===== src/sv/shs_pkg.sv =====
// Package for the SHA-256 stream hasher: word types, round constants,
// initial hash values and the sigma functions. Depends on nothing.
`default_nettype none
package shs_pkg;

    typedef logic [31:0] t_word;
    typedef logic [7:0][31:0] t_hash;

    // Control from the sequencer to the message schedule.
    typedef struct packed {
        logic shift_byte;
        logic expand;
    } t_msg_ctrl;

    localparam t_hash INIT_H = {
        32'h5be0cd19, 32'h1f83d9ab, 32'h9b05688c, 32'h510e527f,
        32'ha54ff53a, 32'h3c6ef372, 32'hbb67ae85, 32'h6a09e667
    };

    localparam logic [7:0] PAD_MARK = 8'h80;
    localparam logic [5:0] LEN_POS  = 6'd56;

    function automatic t_word rotr(input t_word v, input int n);
        rotr = (v >> n) | (v << (32 - n));
    endfunction

    function automatic t_word sig0(input t_word x);
        sig0 = rotr(x, 7) ^ rotr(x, 18) ^ (x >> 3);
    endfunction

    function automatic t_word sig1(input t_word x);
        sig1 = rotr(x, 17) ^ rotr(x, 19) ^ (x >> 10);
    endfunction

    function automatic t_word bsig0(input t_word x);
        bsig0 = rotr(x, 2) ^ rotr(x, 13) ^ rotr(x, 22);
    endfunction

    function automatic t_word bsig1(input t_word x);
        bsig1 = rotr(x, 6) ^ rotr(x, 11) ^ rotr(x, 25);
    endfunction

    function automatic t_word round_k(input logic [5:0] idx);
        case (idx)
            6'd0:  round_k = 32'h428a2f98;
            6'd1:  round_k = 32'h71374491;
            6'd2:  round_k = 32'hb5c0fbcf;
            6'd3:  round_k = 32'he9b5dba5;
            6'd4:  round_k = 32'h3956c25b;
            6'd5:  round_k = 32'h59f111f1;
            6'd6:  round_k = 32'h923f82a4;
            6'd7:  round_k = 32'hab1c5ed5;
            6'd8:  round_k = 32'hd807aa98;
            6'd9:  round_k = 32'h12835b01;
            6'd10: round_k = 32'h243185be;
            6'd11: round_k = 32'h550c7dc3;
            6'd12: round_k = 32'h72be5d74;
            6'd13: round_k = 32'h80deb1fe;
            6'd14: round_k = 32'h9bdc06a7;
            6'd15: round_k = 32'hc19bf174;
            6'd16: round_k = 32'he49b69c1;
            6'd17: round_k = 32'hefbe4786;
            6'd18: round_k = 32'h0fc19dc6;
            6'd19: round_k = 32'h240ca1cc;
            6'd20: round_k = 32'h2de92c6f;
            6'd21: round_k = 32'h4a7484aa;
            6'd22: round_k = 32'h5cb0a9dc;
            6'd23: round_k = 32'h76f988da;
            6'd24: round_k = 32'h983e5152;
            6'd25: round_k = 32'ha831c66d;
            6'd26: round_k = 32'hb00327c8;
            6'd27: round_k = 32'hbf597fc7;
            6'd28: round_k = 32'hc6e00bf3;
            6'd29: round_k = 32'hd5a79147;
            6'd30: round_k = 32'h06ca6351;
            6'd31: round_k = 32'h14292967;
            6'd32: round_k = 32'h27b70a85;
            6'd33: round_k = 32'h2e1b2138;
            6'd34: round_k = 32'h4d2c6dfc;
            6'd35: round_k = 32'h53380d13;
            6'd36: round_k = 32'h650a7354;
            6'd37: round_k = 32'h766a0abb;
            6'd38: round_k = 32'h81c2c92e;
            6'd39: round_k = 32'h92722c85;
            6'd40: round_k = 32'ha2bfe8a1;
            6'd41: round_k = 32'ha81a664b;
            6'd42: round_k = 32'hc24b8b70;
            6'd43: round_k = 32'hc76c51a3;
            6'd44: round_k = 32'hd192e819;
            6'd45: round_k = 32'hd6990624;
            6'd46: round_k = 32'hf40e3585;
            6'd47: round_k = 32'h106aa070;
            6'd48: round_k = 32'h19a4c116;
            6'd49: round_k = 32'h1e376c08;
            6'd50: round_k = 32'h2748774c;
            6'd51: round_k = 32'h34b0bcb5;
            6'd52: round_k = 32'h391c0cb3;
            6'd53: round_k = 32'h4ed8aa4a;
            6'd54: round_k = 32'h5b9cca4f;
            6'd55: round_k = 32'h682e6ff3;
            6'd56: round_k = 32'h748f82ee;
            6'd57: round_k = 32'h78a5636f;
            6'd58: round_k = 32'h84c87814;
            6'd59: round_k = 32'h8cc70208;
            6'd60: round_k = 32'h90befffa;
            6'd61: round_k = 32'ha4506ceb;
            6'd62: round_k = 32'hbef9a3f7;
            6'd63: round_k = 32'hc67178f2;
            default: round_k = 32'h0;
        endcase
    endfunction

endpackage
`default_nettype wire


===== src/sv/shs_msg.sv =====
// Message schedule: a sixteen-word window that takes bytes in one at a time
// and expands one schedule word per round. Depends on shs_pkg.
`default_nettype none
module shs_msg (
    input  wire logic              i_clk,
    input  wire shs_pkg::t_msg_ctrl i_ctrl,
    input  wire logic [7:0]        i_byte,
    output shs_pkg::t_word         o_w0
);
    import shs_pkg::*;

    t_word r_w [16];
    t_word new_w;

    assign new_w = r_w[0] + sig0(r_w[1]) + r_w[9] + sig1(r_w[14]);
    assign o_w0  = r_w[0];

    always_ff @(posedge i_clk) begin
        if (i_ctrl.shift_byte) begin
            for (int i = 0; i < 15; i++) begin
                r_w[i] <= {r_w[i][23:0], r_w[i+1][31:24]};
            end
            r_w[15] <= {r_w[15][23:0], i_byte};
        end else if (i_ctrl.expand) begin
            for (int i = 0; i < 15; i++) begin
                r_w[i] <= r_w[i+1];
            end
            r_w[15] <= new_w;
        end
    end

endmodule
`default_nettype wire


===== src/sv/shs_round.sv =====
// One SHA-256 compression round, shared over all 64 rounds of a block.
// Depends on shs_pkg.
`default_nettype none
module shs_round (
    input  wire shs_pkg::t_hash i_s,
    input  wire shs_pkg::t_word i_k,
    input  wire shs_pkg::t_word i_w,
    output shs_pkg::t_hash      o_s
);
    import shs_pkg::*;

    t_word t1;
    t_word t2;

    assign t1 = i_s[7] + bsig1(i_s[4]) + ((i_s[4] & i_s[5]) ^ (~i_s[4] & i_s[6]))
              + i_k + i_w;
    assign t2 = bsig0(i_s[0])
              + ((i_s[0] & i_s[1]) ^ (i_s[0] & i_s[2]) ^ (i_s[1] & i_s[2]));

    always_comb begin
        o_s[7] = i_s[6];
        o_s[6] = i_s[5];
        o_s[5] = i_s[4];
        o_s[4] = i_s[3] + t1;
        o_s[3] = i_s[2];
        o_s[2] = i_s[1];
        o_s[1] = i_s[0];
        o_s[0] = t1 + t2;
    end

endmodule
`default_nettype wire


===== src/sv/sha256_stream_hasher.sv =====
// SHA-256 stream hasher top level: sequencer, chaining words, bit count and
// digest output. Depends on shs_pkg, shs_msg and shs_round.
//
// The input channel carries one transaction per message byte (or an empty
// final transaction) with an end-of-message flag. The output channel carries
// eight transactions per finished message, one 32-bit digest word each, most
// significant word first, with the last one flagged.
// A byte is taken whenever the hasher is idle. When it completes a 64-byte
// block the block is compressed by one shared round unit: 64 rounds at one
// per cycle, then a fold of the result into the chaining words, during which
// the input is stalled. At the end of a message the padding bytes are shifted
// in one per cycle, except while a block is compressed, and finishing takes
// the pad bytes plus one or two compressions before the first digest word
// shows. Sustained throughput is limited by the round unit.
// While digest words are offered the input stays stalled; if the receiver
// stalls, the current word simply holds until it is taken. After the eighth
// word the hasher reloads its initial values for the next message.
// Reset returns the block to idle with the initial hash values, a zero bit
// count and an empty buffer; no clearing pass is needed.
`default_nettype none
module sha256_stream_hasher (
    input  wire logic        i_clk,
    input  wire logic        i_rst_n,
    input  wire logic        i_in_valid,
    output logic             o_in_stall,
    input  wire logic [7:0]  i_data_byte,
    input  wire logic        i_byte_present,
    input  wire logic        i_end_of_message,
    output logic             o_out_valid,
    input  wire logic        i_out_stall,
    output logic [31:0]      o_digest_word,
    output logic [2:0]       o_word_index,
    output logic             o_last_word
);
    import shs_pkg::*;

    localparam logic [2:0] ST_IDLE = 3'd0;
    localparam logic [2:0] ST_COMP = 3'd1;
    localparam logic [2:0] ST_ADD  = 3'd2;
    localparam logic [2:0] ST_PAD  = 3'd3;
    localparam logic [2:0] ST_OUT  = 3'd4;

    logic [2:0]  r_state;
    logic [5:0]  r_fill;
    logic [5:0]  r_rnd;
    logic [2:0]  r_idx;
    logic [63:0] r_len;
    logic        r_padding;   // message has ended, padding under way
    logic        r_pad_first; // next pad byte is the 0x80 marker
    logic        r_len_ok;    // length bytes go into this block
    logic        r_final;     // compression in flight is the last one
    t_hash       r_h;
    t_hash       r_s;
    t_hash       round_s;
    t_word       w0;
    t_msg_ctrl   msg_ctrl;
    logic        in_acc;
    logic        out_acc;
    logic        len_byte;
    logic [7:0]  pad_byte;
    logic [7:0]  shift_in;

    assign in_acc  = i_in_valid && (r_state == ST_IDLE);
    assign out_acc = (r_state == ST_OUT) && !i_out_stall;

    // Padding is the marker, then zeros, then the bit count from the top byte.
    assign len_byte = r_len_ok && (r_fill >= LEN_POS);
    assign pad_byte = r_pad_first ? PAD_MARK : (len_byte ? r_len[63:56] : 8'h00);
    assign shift_in = in_acc ? i_data_byte : pad_byte;

    assign msg_ctrl.shift_byte = (in_acc && i_byte_present) || (r_state == ST_PAD);
    assign msg_ctrl.expand     = (r_state == ST_COMP);

    shs_msg u_msg (
        .i_clk  (i_clk),
        .i_ctrl (msg_ctrl),
        .i_byte (shift_in),
        .o_w0   (w0)
    );

    shs_round u_round (
        .i_s (r_s),
        .i_k (round_k(r_rnd)),
        .i_w (w0),
        .o_s (round_s)
    );

    always_ff @(posedge i_clk) begin
        if (!i_rst_n) begin
            r_state     <= ST_IDLE;
            r_fill      <= '0;
            r_rnd       <= '0;
            r_idx       <= '0;
            r_len       <= '0;
            r_padding   <= 1'b0;
            r_pad_first <= 1'b0;
            r_len_ok    <= 1'b0;
            r_final     <= 1'b0;
            r_h         <= INIT_H;
        end else begin
            case (r_state)
                ST_IDLE: begin
                    if (in_acc) begin
                        if (i_byte_present) begin
                            r_fill <= r_fill + 6'd1;
                            r_len  <= r_len + 64'd8;
                        end
                        if (i_byte_present && (r_fill == 6'd63)) begin
                            r_state     <= ST_COMP;
                            r_s         <= r_h;
                            r_rnd       <= '0;
                            r_final     <= 1'b0;
                            r_padding   <= i_end_of_message;
                            r_pad_first <= i_end_of_message;
                        end else if (i_end_of_message) begin
                            r_state     <= ST_PAD;
                            r_padding   <= 1'b1;
                            r_pad_first <= 1'b1;
                        end
                    end
                end
                ST_PAD: begin
                    r_fill <= r_fill + 6'd1;
                    if (r_pad_first) begin
                        r_pad_first <= 1'b0;
                        r_len_ok    <= (r_fill < LEN_POS);
                    end else if (len_byte) begin
                        r_len <= {r_len[55:0], 8'h00};
                    end
                    if (r_fill == 6'd63) begin
                        r_state <= ST_COMP;
                        r_s     <= r_h;
                        r_rnd   <= '0;
                        r_final <= r_len_ok && !r_pad_first;
                    end
                end
                ST_COMP: begin
                    r_s   <= round_s;
                    r_rnd <= r_rnd + 6'd1;
                    if (r_rnd == 6'd63) begin
                        r_state <= ST_ADD;
                    end
                end
                ST_ADD: begin
                    for (int i = 0; i < 8; i++) begin
                        r_h[i] <= r_h[i] + r_s[i];
                    end
                    if (r_final) begin
                        r_state <= ST_OUT;
                        r_idx   <= '0;
                    end else if (r_padding) begin
                        r_state  <= ST_PAD;
                        r_len_ok <= !r_pad_first;
                    end else begin
                        r_state <= ST_IDLE;
                    end
                end
                ST_OUT: begin
                    if (out_acc) begin
                        r_idx <= r_idx + 3'd1;
                        if (r_idx == 3'd7) begin
                            r_state   <= ST_IDLE;
                            r_h       <= INIT_H;
                            r_len     <= '0;
                            r_fill    <= '0;
                            r_padding <= 1'b0;
                            r_final   <= 1'b0;
                            r_len_ok  <= 1'b0;
                        end
                    end
                end
                default: begin
                    r_state <= ST_IDLE;
                end
            endcase
        end
    end

    assign o_in_stall    = (r_state != ST_IDLE);
    assign o_out_valid   = (r_state == ST_OUT);
    assign o_digest_word = r_h[r_idx];
    assign o_word_index  = r_idx;
    assign o_last_word   = (r_idx == 3'd7);

endmodule
`default_nettype wire


===== config.mk =====
export PLATFORM = sky130hd
export DESIGN_NAME = sha256_stream_hasher
export DESIGN_NICKNAME = d
export VERILOG_FILES = /design/src/sv/shs_pkg.sv /design/src/sv/shs_msg.sv /design/src/sv/shs_round.sv /design/src/sv/sha256_stream_hasher.sv
export SDC_FILE = /design/constraint.sdc
export NUM_CORES = 2
export LEC_CHECK = 0
export BUFFER_PORTS_ARGS = -buffer_cell sky130_fd_sc_hd__buf_2
export CORE_ASPECT_RATIO = 2
export CORE_MARGIN = 2
export CORE_UTILIZATION = 58
export CTS_BUF_LIST = sky130_fd_sc_hd__clkbuf_4 sky130_fd_sc_hd__clkbuf_8
export DETAILED_ROUTE_END_ITERATION = 8
export PLACE_DENSITY = 0.77
export SLEW_MARGIN = 20
export SYNTH_ARGS = -nofsm -noshare
export SYNTH_HDL_FRONTEND = slang
export SYNTH_HIERARCHICAL = 1
export SYNTH_SLANG_ARGS = --single-unit

===== constraint.sdc =====
create_clock -name i_clk -period 38.7 [get_ports i_clk]
set_clock_uncertainty 0.1 [all_clocks]
set_input_delay 7.74 -clock i_clk [delete_from_list [all_inputs] [get_ports i_clk]]
set_output_delay 7.74 -clock i_clk [all_outputs]
set_load 0.005 [all_outputs]

==> flow_metrics.py <==
metrics = {
    "clock_network": {
        "postCtsSetupBuffers": 0,
        "cts.reportedPaths.clkPinSlew_ns": 0.07,
        "clockBufferDepth": 4,
        "htree_levels": 4,
        "cts_tree": "built",
        "postCtsHoldBufs": 0,
        "cts_buffers": 176,
        "insertion_delay_ns": 0.97,
        "cts.sinks": 1139,
        "cts.repair.resized": 0,
        "clockRootBuffer": "clkbuf_8",
    },
    "routing": {
        "m1WireLength_mm": 79.3,
        "vias": 62200,
        "dr_wl_met3_mm": 17.3,
        "ant_nets": 0,
        "drc": 0,
        "drtPass1Iterations": 6,
        "drt_iter0_drc": 5418,
        "finalWirelength_mm": 256,
        "routed-wl-met2_mm": 127,
        "post_drt_via_cell_ratio": 6.41,
        "avgRoutedWirePerCell_um": 26.4,
        "top_layer_used": "met5",
    },
    "min_path": {
        "hold_path.class": "flop to flop",
    },
    "timing": {
        "period_share_pct": 31.8,
        "slew_headroom_pct": 15.2,
        "drv_slew": 0,
        "setup_tns_ns": 0,
        "report.final.hold_viol_count": 0,
        "worst_pin_slew_ns": 1.26,
        "final-setup-viol-count": 0,
        "min_period_ns": 12.30,
        "fmax_mhz": 81.3,
        "rsz0062_at_grt": "no",
    },
    "floorplan": {
        "core_area_um2": 134000,
        "design.die.area_um2": 138000,
        "start_util_pct": 58.3,
        "die_h_um": 523,
        "rows": 190,
        "pin_count": 52,
        "dieWidth_um": 263,
    },
    "flow_run": {
        "max-cap-violations": 0,
    },
    "setup_path": {
        "path_max_fanout": 87,
        "cp.required_ns": 39.12,
        "critical_path_arrival_ns": 12.72,
        "worstSetupPathType": "input port to flop",
        "end_kind": "flop",
        "start_kind": "input port",
    },
    "layout": {
        "drive_above_1_share_pct": 12.9,
        "layout_commonest_cell": "nand2_1",
        "nets": 8431,
        "final_cell_mix": "nand2_1 (1,289), edfxtp_1 (768), a21oi_1 (483), mux2_2 (476), inv_1 (462)",
        "fin_util_pct": 61.1,
        "area_growth_syn_to_layout_pct": 4.73,
    },
    "logic_synthesis": {
        "synth-edff-count": 768,
        "async_flop_share_pct": 0,
        "ys_types": 96,
        "ys_seq_elements": 1139,
        "synth_cells": 8106,
        "avgSynthCellArea_um2": 9.63,
        "yosys-top-cells-area": "edfxtp_1 (30%), dfxtp_1 (9.5%), mux2_2 (6.9%), ha_1 (6.3%), nand2_1 (6.2%)",
        "synth_area_um2": 78100,
        "synth_top_cell_area_share_pct": 29.5,
        "ys_seq_area_share_pct": 39.0,
        "synth_nets": 8707,
        "synth-main-ff-cell": "edfxtp_1",
        "yosys_warnings": 6,
        "yosysTopAreaCell": "edfxtp_1",
    },
    "grt": {
        "grt_util_all_layers_pct": 36.3,
        "grt_pass1_vias": 62900,
        "grt_max_degree": 216,
        "antenna_found_initial": 8,
        "grt-ovfl-total": 0,
        "grt_pass1_wl_mm": 376,
    },
    "place": {
        "detailed_place_hpwl_mm": 185,
        "place_congestion": 1.05,
        "io_buffers": 51,
    },
    "status": {
        "status": "complete, no violations",
    },
}
[path summary, 6_finish.rpt]
check	startpoint	endpoint	slack, ns	cells after the start
max	i_in_valid	u_msg/r_w[2][32]	26.40	8
max reg2reg	r_s[141]	r_s[30]	29.20	30
min	r_h[189]	r_h[189]	0.37	2
min reg2reg	r_h[189]	r_h[189]	0.37	2
[registers in the layout, summed over array words and instances, names as in the netlist, 3 cells and up, named ones only]
name	flops
o_word_index	3
r_state	3
r_len	61
u_msg/r_w	512
r_h	256
r_fill	6
r_s	256
r_rnd	6
[cell families after synthesis]
family                     after synthesis  share of synthesized area, %
DFF                                   1139                          39.0
adders and majority gates              590                          11.3
muxes                                  580                          9.24
AOI/OAI and AO/OA                     1852                          15.0
buffers and inverters                 1066                          6.24
and+or+nand+nor                       2292                          12.6
xor gates and xnor gates               587                          6.58
[metal layers]
| metal | up-vias | track usage, % |
|---|---|---|
| met2 | 3008 | 64.3 |
| met3 | 1179 | 6.45 |
| li1 | 28000 | - |
| met1 | 30000 | 34.1 |
| met5 | - | 0 |
| met4 | 8 | 38.2 |
[worst max-delay path, cell delays in order]
cell     delay, ns
buf_2         0.10
and3_1        0.46
a21oi_1       0.32
inv_8         0.44
or2_4         0.68
buf_4         0.86
buf_4         0.98
buf_4         0.96
[cells in the mapped netlist, types with 63 or more instances]
library cell,instances
a21o_1,193
a21oi_1,484
a22oi_1,82
buf_4,226
clkbuf_1,324
dfxtp_1,371
edfxtp_1,768
fa_1,195
ha_1,392
inv_1,465
mux2_2,476
mux4_2,64
nand2_1,1293
nand2b_1,69
nand3_1,111
nor2_1,456
nor3_1,94
o21a_1,63
o21ai_0,450
o22ai_1,88
xnor2_1,373
xor2_1,214
[through the flow]
step           instances  cell area [um^2]  setup WS [ns]  hold WS (ns)
2_1_floorplan       8106             78100          18.55         0.346
3_3_place_gp        9379             78300          25.69         0.358
3_5_place_dp        9379             78300          25.50         0.367
4_1_cts             9691             81700          26.44         0.376
5_1_grt             9693             81800          26.02         0.405
6_report            9695             81800          26.40         0.374
[area by class of cell]
| cell class | instances | area (um^2) |
|---|---|---|
| fill | 11000 | 52100 |
| multi-input combinational | 5901 | 42800 |
| sequential | 1139 | 30500 |
| clock buffer | 233 | 2950 |
| tap | 1728 | 2160 |
| inverter | 468 | 1770 |
| timing repair buffer | 144 | 1020 |
| clock inverter | 79 | 522 |
| antenna | 3 | 7.51 |
Power is left out: the tool's default activity adds up to more than one toggle a clock period on the data nets, which glitch-free logic cannot reach.
